==> config.mk <==
export PLATFORM = sky130hd
export DESIGN_NAME = dlf_ctrl
export DESIGN_NICKNAME = d
export VERILOG_FILES = /design/src/rtl/dlf_pkg.sv /design/src/rtl/dlf_ctrl.sv
export VERILOG_INCLUDE_DIRS = /design/src /design/src/rtl
export SDC_FILE = /design/constraint.sdc
export NUM_CORES = 1
export LEC_CHECK = 0
export ABC_AREA = 1
export BUFFER_PORTS_ARGS = -buffer_cell sky130_fd_sc_hd__buf_2
export CAP_MARGIN = 20
export CORE_MARGIN = 3
export CORE_UTILIZATION = 40
export DETAILED_ROUTE_END_ITERATION = 8
export PLACE_DENSITY = 0.7
export SETUP_SLACK_MARGIN = 0.15
export SLEW_MARGIN = 20
export SYNTH_ARGS = -nofsm -noshare
export SYNTH_HDL_FRONTEND = slang
export SYNTH_SLANG_ARGS = --single-unit
==> constraint.sdc <==
create_clock -name clk -period 2.67 [get_ports clk]
set_input_delay 0.1335 -clock clk [delete_from_list [all_inputs] [get_ports clk]]
set_output_delay 0.1335 -clock clk [all_outputs]
set_load 0.01 [all_outputs]
==> src/rtl/dense_layer_forward_defines.svh <==
// Assertion macros shared by the RTL files.
`ifndef DENSE_LAYER_FORWARD_DEFINES_SVH
`define DENSE_LAYER_FORWARD_DEFINES_SVH

`ifndef NO_ASSERTIONS
// same-cycle implication
`define DLF_ASSERT_NOW(label, pre, post, msg) \
    label: assert property (@(posedge clk) disable iff (!rst_n) (pre) |-> (post)) \
        else $error(msg);
// next-cycle implication
`define DLF_ASSERT_NEXT(label, pre, post, msg) \
    label: assert property (@(posedge clk) disable iff (!rst_n) (pre) |=> (post)) \
        else $error(msg);
`else
`define DLF_ASSERT_NOW(label, pre, post, msg)
`define DLF_ASSERT_NEXT(label, pre, post, msg)
`endif

`endif

==> src/rtl/dlf_pkg.sv <==
package dlf_pkg;

    // store dimensions
    localparam int IN_MAX  = 64;
    localparam int OUT_MAX = 32;

    // address widths into the stores
    localparam int CA_W = (IN_MAX > 1) ? $clog2(IN_MAX) : 1;
    localparam int RA_W = (OUT_MAX > 1) ? $clog2(OUT_MAX) : 1;
    localparam int WA_W = RA_W + CA_W;
    localparam int WDEPTH = OUT_MAX * (2 ** CA_W);

    // field widths
    localparam int OP_W     = 2;
    localparam int ROWIDX_W = 5;
    localparam int COLIDX_W = 6;
    localparam int SMP_W    = 16;
    localparam int BIAS_W   = 32;
    localparam int OUTV_W   = 32;
    localparam int VEC_W    = 8;

    // configuration register widths
    localparam int ILEN_W   = 7;
    localparam int OLEN_W   = 6;
    localparam int BLEN_W   = 9;
    localparam int CFGIDX_W = 2;
    localparam int CFGDAT_W = 9;
    localparam int BATCH_MAX = 256;

    // arithmetic
    localparam int PROD_W = 2 * SMP_W;
    localparam int ACC_W  = BIAS_W + CA_W + 1;

    // operation codes
    localparam logic [OP_W-1:0] OP_WEIGHT = 2'd0;
    localparam logic [OP_W-1:0] OP_BIAS   = 2'd1;
    localparam logic [OP_W-1:0] OP_SAMPLE = 2'd2;

    // configuration register indexes
    localparam logic [CFGIDX_W-1:0] REG_INPUT_LENGTH  = 2'd0;
    localparam logic [CFGIDX_W-1:0] REG_OUTPUT_LENGTH = 2'd1;
    localparam logic [CFGIDX_W-1:0] REG_BATCH_LENGTH  = 2'd2;

    // controller -> datapath
    typedef struct packed {
        logic             w_we;      // store weight from input payload
        logic             b_we;      // store bias from input payload
        logic             x_we;      // store sample from input payload
        logic             issue;     // one MAC read this cycle
        logic             first;     // first column of a row
        logic             last;      // last column of a row
        logic [RA_W-1:0]  row;
        logic [CA_W-1:0]  col;
        logic [VEC_W-1:0] vec;
        logic             last_row;
        logic             last_batch;
    } cmd_t;

    // datapath -> controller
    typedef struct packed {
        logic out_free;   // output register empty or emptying this cycle
        logic landed;     // row result enters output register this cycle
    } sts_t;

endpackage

==> src/rtl/dlf_ctrl.sv <==
module dlf_ctrl (
    input  logic                         clk,
    input  logic                         rst_n,
    input  logic                         in_valid,
    output logic                         in_ready,
    input  logic [dlf_pkg::OP_W-1:0]     operation,
    input  logic [dlf_pkg::ROWIDX_W-1:0] row_index,
    input  logic [dlf_pkg::COLIDX_W-1:0] column_index,
    input  logic                         cfg_valid,
    output logic                         cfg_ready,
    input  logic [dlf_pkg::CFGIDX_W-1:0] cfg_index,
    input  logic [dlf_pkg::CFGDAT_W-1:0] cfg_data,
    output dlf_pkg::cmd_t                cmd,
    input  dlf_pkg::sts_t                sts
);
    import dlf_pkg::*;
    `include "dense_layer_forward_defines.svh"

    localparam logic [1:0] S_IDLE  = 2'd0;
    localparam logic [1:0] S_WAIT  = 2'd1;
    localparam logic [1:0] S_ISSUE = 2'd2;
    localparam logic [1:0] S_DRAIN = 2'd3;

    logic [1:0]        state_reg, state_next;
    logic [RA_W-1:0]   row_reg, row_next;
    logic [CA_W-1:0]   col_reg, col_next;
    logic [VEC_W-1:0]  vec_reg, vec_next;
    logic [ILEN_W-1:0] ilen_reg;
    logic [OLEN_W-1:0] olen_reg;
    logic [BLEN_W-1:0] blen_reg;

    logic [ILEN_W-1:0] ilen_eff;
    logic [OLEN_W-1:0] olen_eff;
    logic [BLEN_W-1:0] blen_eff;
    logic              in_acc;
    logic              col_ok;
    logic              row_ok;
    logic              trigger;
    logic              last_col;
    logic              last_row;
    logic              last_vec;

    // clamp lengths into legal range
    always_comb
    begin
        if (ilen_reg == '0)
            ilen_eff = ILEN_W'(1);
        else if (32'(ilen_reg) > IN_MAX)
            ilen_eff = ILEN_W'(IN_MAX);
        else
            ilen_eff = ilen_reg;

        if (olen_reg == '0)
            olen_eff = OLEN_W'(1);
        else if (32'(olen_reg) > OUT_MAX)
            olen_eff = OLEN_W'(OUT_MAX);
        else
            olen_eff = olen_reg;

        if (blen_reg == '0)
            blen_eff = BLEN_W'(1);
        else if (32'(blen_reg) > BATCH_MAX)
            blen_eff = BLEN_W'(BATCH_MAX);
        else
            blen_eff = blen_reg;
    end

    assign in_ready  = (state_reg == S_IDLE);
    assign in_acc    = in_valid && in_ready;
    assign cfg_ready = 1'b1;

    assign col_ok   = (32'(column_index) < IN_MAX);
    assign row_ok   = (32'(row_index) < OUT_MAX);
    assign last_col = (ILEN_W'(col_reg) == ilen_eff - ILEN_W'(1));
    assign last_row = (OLEN_W'(row_reg) == olen_eff - OLEN_W'(1));
    assign last_vec = ({1'b0, vec_reg} + BLEN_W'(1) >= blen_eff);

    // item decode
    always_comb
    begin
        cmd.w_we = 1'b0;
        cmd.b_we = 1'b0;
        cmd.x_we = 1'b0;
        trigger  = 1'b0;
        unique case (operation)
            OP_WEIGHT:
            begin
                cmd.w_we = in_acc && row_ok && col_ok;
            end
            OP_BIAS:
            begin
                cmd.b_we = in_acc && row_ok;
            end
            OP_SAMPLE:
            begin
                cmd.x_we = in_acc && col_ok;
                trigger  = in_acc && col_ok &&
                           (ILEN_W'(column_index) == ilen_eff - ILEN_W'(1));
            end
            default:
            begin
                trigger = 1'b0;
            end
        endcase
    end

    assign cmd.issue      = (state_reg == S_ISSUE);
    assign cmd.first      = (col_reg == '0);
    assign cmd.last       = last_col;
    assign cmd.row        = row_reg;
    assign cmd.col        = col_reg;
    assign cmd.vec        = vec_reg;
    assign cmd.last_row   = last_row;
    assign cmd.last_batch = last_row && last_vec;

    always_comb
    begin
        state_next = state_reg;
        row_next   = row_reg;
        col_next   = col_reg;
        vec_next   = vec_reg;
        unique case (state_reg)
            S_IDLE:
            begin
                if (trigger)
                begin
                    row_next   = '0;
                    state_next = S_WAIT;
                end
            end
            S_WAIT:
            begin
                if (sts.out_free)
                begin
                    col_next   = '0;
                    state_next = S_ISSUE;
                end
            end
            S_ISSUE:
            begin
                if (last_col)
                    state_next = S_DRAIN;
                else
                    col_next = col_reg + CA_W'(1);
            end
            S_DRAIN:
            begin
                if (sts.landed)
                begin
                    if (last_row)
                    begin
                        vec_next   = last_vec ? '0 : vec_reg + VEC_W'(1);
                        state_next = S_IDLE;
                    end
                    else
                    begin
                        row_next   = row_reg + RA_W'(1);
                        state_next = S_WAIT;
                    end
                end
            end
            default:
            begin
                state_next = S_IDLE;
            end
        endcase
    end

    always_ff @(posedge clk or negedge rst_n)
    begin
        if (!rst_n)
        begin
            state_reg <= S_IDLE;
            row_reg   <= '0;
            col_reg   <= '0;
            vec_reg   <= '0;
            ilen_reg  <= ILEN_W'(64);
            olen_reg  <= OLEN_W'(32);
            blen_reg  <= BLEN_W'(1);
        end
        else
        begin
            state_reg <= state_next;
            row_reg   <= row_next;
            col_reg   <= col_next;
            vec_reg   <= vec_next;
            if (cfg_valid && cfg_ready)
            begin
                unique case (cfg_index)
                    REG_INPUT_LENGTH:  ilen_reg <= cfg_data[ILEN_W-1:0];
                    REG_OUTPUT_LENGTH: olen_reg <= cfg_data[OLEN_W-1:0];
                    REG_BATCH_LENGTH:  blen_reg <= cfg_data[BLEN_W-1:0];
                    default:           ilen_reg <= ilen_reg;
                endcase
            end
        end
    end

    `DLF_ASSERT_NOW(a_landed_in_drain, sts.landed, state_reg == S_DRAIN,
        "row result arrived outside drain")
    `DLF_ASSERT_NEXT(a_busy_after_trigger, trigger, !in_ready,
        "input accepted while a vector is computed")

endmodule

==> Word level (Yosys, flattened, before mapping) <==
Cells that the tools add are included.
W data, S select, Z words.
{ "word_totals": {"ff_bits": 43, "inputBits": 30} }
{ "op_classes": {"addsub": 6, "n_lt_le_gt_ge": 4, "n_eq_ne": 16, "muxes": 24, "n_reduce_logical": 19} }
{ "op_table": {"columns": ["operator", "n"], "rows": [
  ["$mux W6", 4],
  ["$mux W9", 2],
  ["$mux W5", 3],
  ["$eq A6 B7 Y1", 2],
  ["$mux W7", 2],
  ["$logic_not A6 Y1", 2],
  ["$pmux W6 S2", 1],
  ["$ne A2 B2 Y1 const B", 5],
  ["$pmux W5 S2", 1],
  ["$add A8 B1 Y9 const B", 1],
  ["$ge A9 B9 Y1", 1],
  ["$gt A9 B9 Y1 const B", 1],
  ["$logic_not A9 Y1", 1],
  ["$add A8 B1 Y8 const B", 1],
  ["$eq A2 B2 Y1 const B", 4],
  ["$mux W2", 4],
  ["$mux W8", 1],
  ["$pmux W2 S4", 1],
  ["$reduce_and A4 Y1", 2],
  ["$gt A7 B7 Y1 const B", 1],
  ["$logic_not A7 Y1", 1],
  ["$sub A7 B1 Y7 const B", 1],
  ["$add A6 B1 Y6 const B", 1],
  ["$eq A2 B1 Y1 const B", 3],
  ["11 further kinds", 23]
]} }

==> Longest topological paths before layout <==
{ "logic_depth": {"word_depth": 9, "mapped_depth": 18} }

==> Least setup slack after synthesis <==
OpenSTA, ideal clock, no wires.
{ "synth_timing": {"path_kind": "register to output", "startpoint": "reg vec_reg[0]", "endpoint": "out cmd[0] in the netlist's numbering", "t_arrival_ps": 2375, "t_required_ps": 2536, "path_slack_ps": 161, "path_stages_with_launch": 13, "n_path_buf": 0, "cell_sequence": "dfrtp_1 -> ha_1 -> nand3_1 -> nor2_1 -> nand2_1 -> xor2_1 -> inv_1 -> ha_1 -> nand2_1 -> nor2_1 -> nand2_1 -> o2111ai_1 -> and3_1"} }
{ "synth_lines": {"columns": ["item", "line_no", "text"], "rows": [
  ["start, declared", "dlf_ctrl.sv:27", "logic [VEC_W-1:0] vec_reg, vec_next;"],
  ["start signal, assigned", "dlf_ctrl.sv:186", "vec_reg <= vec_next;"],
  ["end, declared", "dlf_ctrl.sv:13", "output dlf_pkg::cmd_t cmd,"]
]} }

==> results_dict.tcl <==
set metrics [dict create \
    status "finished clean" \
    dr.pass1.iters 4 \
    cp_data_required_time_ps 2540 \
    syn_nets 495 \
    startpoint_type "flip-flop" \
    worst_slack_ps 7.13 \
    area_growth_pct 30.9 \
    yosysTopAreaCellShare 0.310 \
    rsz0062_at_grt "yes" \
    cts_sinks 43 \
    io_buffers 52 \
    ys_warn_count 0 \
    antenna_found_initial 0 \
    rows 32 \
    worst-path-max-fanout 4 \
    synth_commonest_cells "nand2_1, inv_1, nand3_1" \
    synthMostInstantiatedCell "nand2_1" \
    core_sq_um 7770 \
    cts_max_level 2 \
    drv_slew 0 \
    crit_type "flip-flop to output port" \
    cts_tree "built" \
    drive_above_1_share 0.340 \
    p_clk_frac 0.190 \
    finalHoldViolCount 0 \
    dr_total_vias 3130 \
    netSwitchingPower_mw 1.19 \
    grt_pass1_wl_um 12700 \
    yosys_most_used_dff "dfrtp_1" \
    fin_total_pwr_mw 2.81 \
    synth-seq-cells 43 \
    clk_pin_slew_ps 90 \
    power_density_nw_per_um2 665 \
    final_net_count 577 \
    setup_viol_count_final 0 \
    drtIter0Drc 133 \
    ant_nets 0 \
    p_leak_nw 2.18 \
    synthDistinctLibCells 39 \
    clock_latency_ps 300 \
    root_buffer "clkbuf_8" \
    wl_um 7870 \
    diodes 0 \
    intPower_mw 1.62 \
    hold_path.class "input port to flip-flop" \
    start_util 0.415 \
    relSlewSlack 0.623 \
    worst_clock_skew_ps 10.7 \
    place_area_sq_um 3540 \
    max_stage_delay_ps 420 \
    drc 0 \
    end_kind "output port" \
    vias_per_cell 4.96 \
    wl_per_cell_um 12.5 \
    min_period_ps 2660 \
    grt_pass1_vias 2792 \
    tightest_slew_ps 565 \
    fmax_mhz 376 \
    avgSynthCellArea_sq_um 7.23 \
    crit_chain "nand3_2 -> nand3b_1 -> nand3b_1 -> xor2_1 -> inv_1 -> ha_1 -> nand2_1 -> nor2_2 -> nand2_1 -> o2111ai_2 -> and3_1 -> buf_6" \
    synth_area_leaders "dfrtp_1, nand2_1, ha_1" \
    async_flop_share 1.00 \
    swShare 0.424 \
    cts-buffers-inserted 5 \
    grt_max_degree 44 \
    syn_area_sq_um 3220 \
    peakVddDrop_mv 0.368 \
    die_area_sq_um 9170 \
    ys_seq_area_frac 0.335 \
    grt_usage 0.171 \
    holdWs_ps 56.6 \
    post-place-ws_ps 85.0 \
    comb_power_share 0.494 \
    drv.max_cap_violation_count 0 \
    synth_edf_count 0 \
    die_x_um 95.8 \
    arrival_ps 2530 \
    cts.path.max_buffers 2 \
    hpwl_um 5560 \
    routabilityCongestion 0.900 \
    cp_slowest_cell "dfrtp_1" \
    die_h_um 95.8 \
    fin_area_sq_um 4220 \
    seqPwrFrac 0.315 \
    syn_inst 446 \
    largest_reg_flops 9 \
    period_share 0.997 \
    yosys.area.top_type "dfrtp_1" \
    post-route-util 0.543 \
    gr-total-overflow 0 \
    pin_count 59 \
]
critical path, delay by kind of cell, from the launching register on:
kind,cells,cell delay (ps)
XOR/XNOR,1,200
AND/OR/NAND/NOR,7,920
buffers and inverters,2,190
adder cells (fa/ha/maj),1,300
flip-flops,1,420
AO/OA/AOI/OAI,1,200
repair_timing:
| item | in CTS | in global routing |
|---|---|---|
| hold endpoints to repair | 0 | 40 |
| hold buffers | 0 | 1 |
| pin swaps | 14 | 25 |
| gates resized for setup | 20 | 50 |
| buffers inserted | 14 | 17 |
| endpoints found under the setup margin | 13 | 24 |
cell families after synthesis:
family / synth area share
and+or+nand+nor: 0.346
buffers and inverters: 0.0931
AOI/OAI and AO/OA: 0.101
DFF: 0.335
adders and majority gates: 0.0737
xor gates and xnor gates: 0.0462
other: 0.00116
muxes: 0.00349
final cells by class:
class                      instances  area, sq um
clock buffer                       5         68.8
clock inverter                     3         47.5
fill                             696         3550
inverter                          56          213
multi-input combinational        335         2110
sequential                        43         1090
tap                              102          128
timing repair buffer              87          568
layout by cell type (no fill, tap or decap), types with 4 or more instances in the layout:
cell type / netlist / routed
dfrtp_1: 40 / 35
buf_4: 3 / 30
ha_4: 0 / 4
nand3b_1: 4 / 4
nor2_2: 5 / 11
nor2_1: 31 / 22
buf_2: 2 / 49
xnor2_1: 4 / 4
dfrtp_2: 0 / 5
o21ai_2: 7 / 10
nand4_1: 12 / 12
xor2_1: 13 / 12
inv_1: 51 / 48
nand3_2: 1 / 4
inv_2: 4 / 6
buf_6: 2 / 6
nand2_4: 2 / 4
o21ai_0: 28 / 25
nand3_1: 44 / 39
nor3_1: 5 / 4
a21oi_1: 8 / 6
nand2_2: 11 / 14
clkbuf_8: 0 / 5
ha_1: 19 / 14
nand2_1: 121 / 115
routing by layer:
metal	vias up	share of wire	wire length, um	track usage
li1	1604	-	-	-
met1	1446	0.46	3610	0.231
met2	72	0.48	3810	0.284
met3	8	0.046	364	0.0360
met4	0	0.010	79	0.0355
met5	-	0	0	0
through the flow:
stage	instances	TNS [ps]
floorplan	446	0
global placement	591	0
detailed placement	591	0
CTS	613	0
global route	631	-317
finish	631	0
path summary, 6_finish.rpt:
check	start	end	slack [ps]	depth (start not counted)
max in group asynchronous	rst_n	ilen_reg[5]	1890	2
min	cfg_data[7]	blen_reg[7]	60	2
min in group asynchronous	rst_n	col_reg[2]	360	2
min reg2reg	blen_reg[0]	blen_reg[0]	520	2
max reg2reg	vec_reg[1]	vec_reg[0]	90	15
max	vec_reg[1]	cmd[0]	7	12
power by group through the flow:
stage / clock network [mW] / logic [mW] / registers (mW)
final: 0.535 / 1.39 / 0.886
after CTS: 0.548 / 1.20 / 0.878
after global placement: 0 / 1.10 / 0.891
after global routing: 0.579 / 1.57 / 0.905
after floorplan: 0 / 0.929 / 0.869
after detailed placement: 0 / 1.12 / 0.893
(Power assumes the default switching activity.)
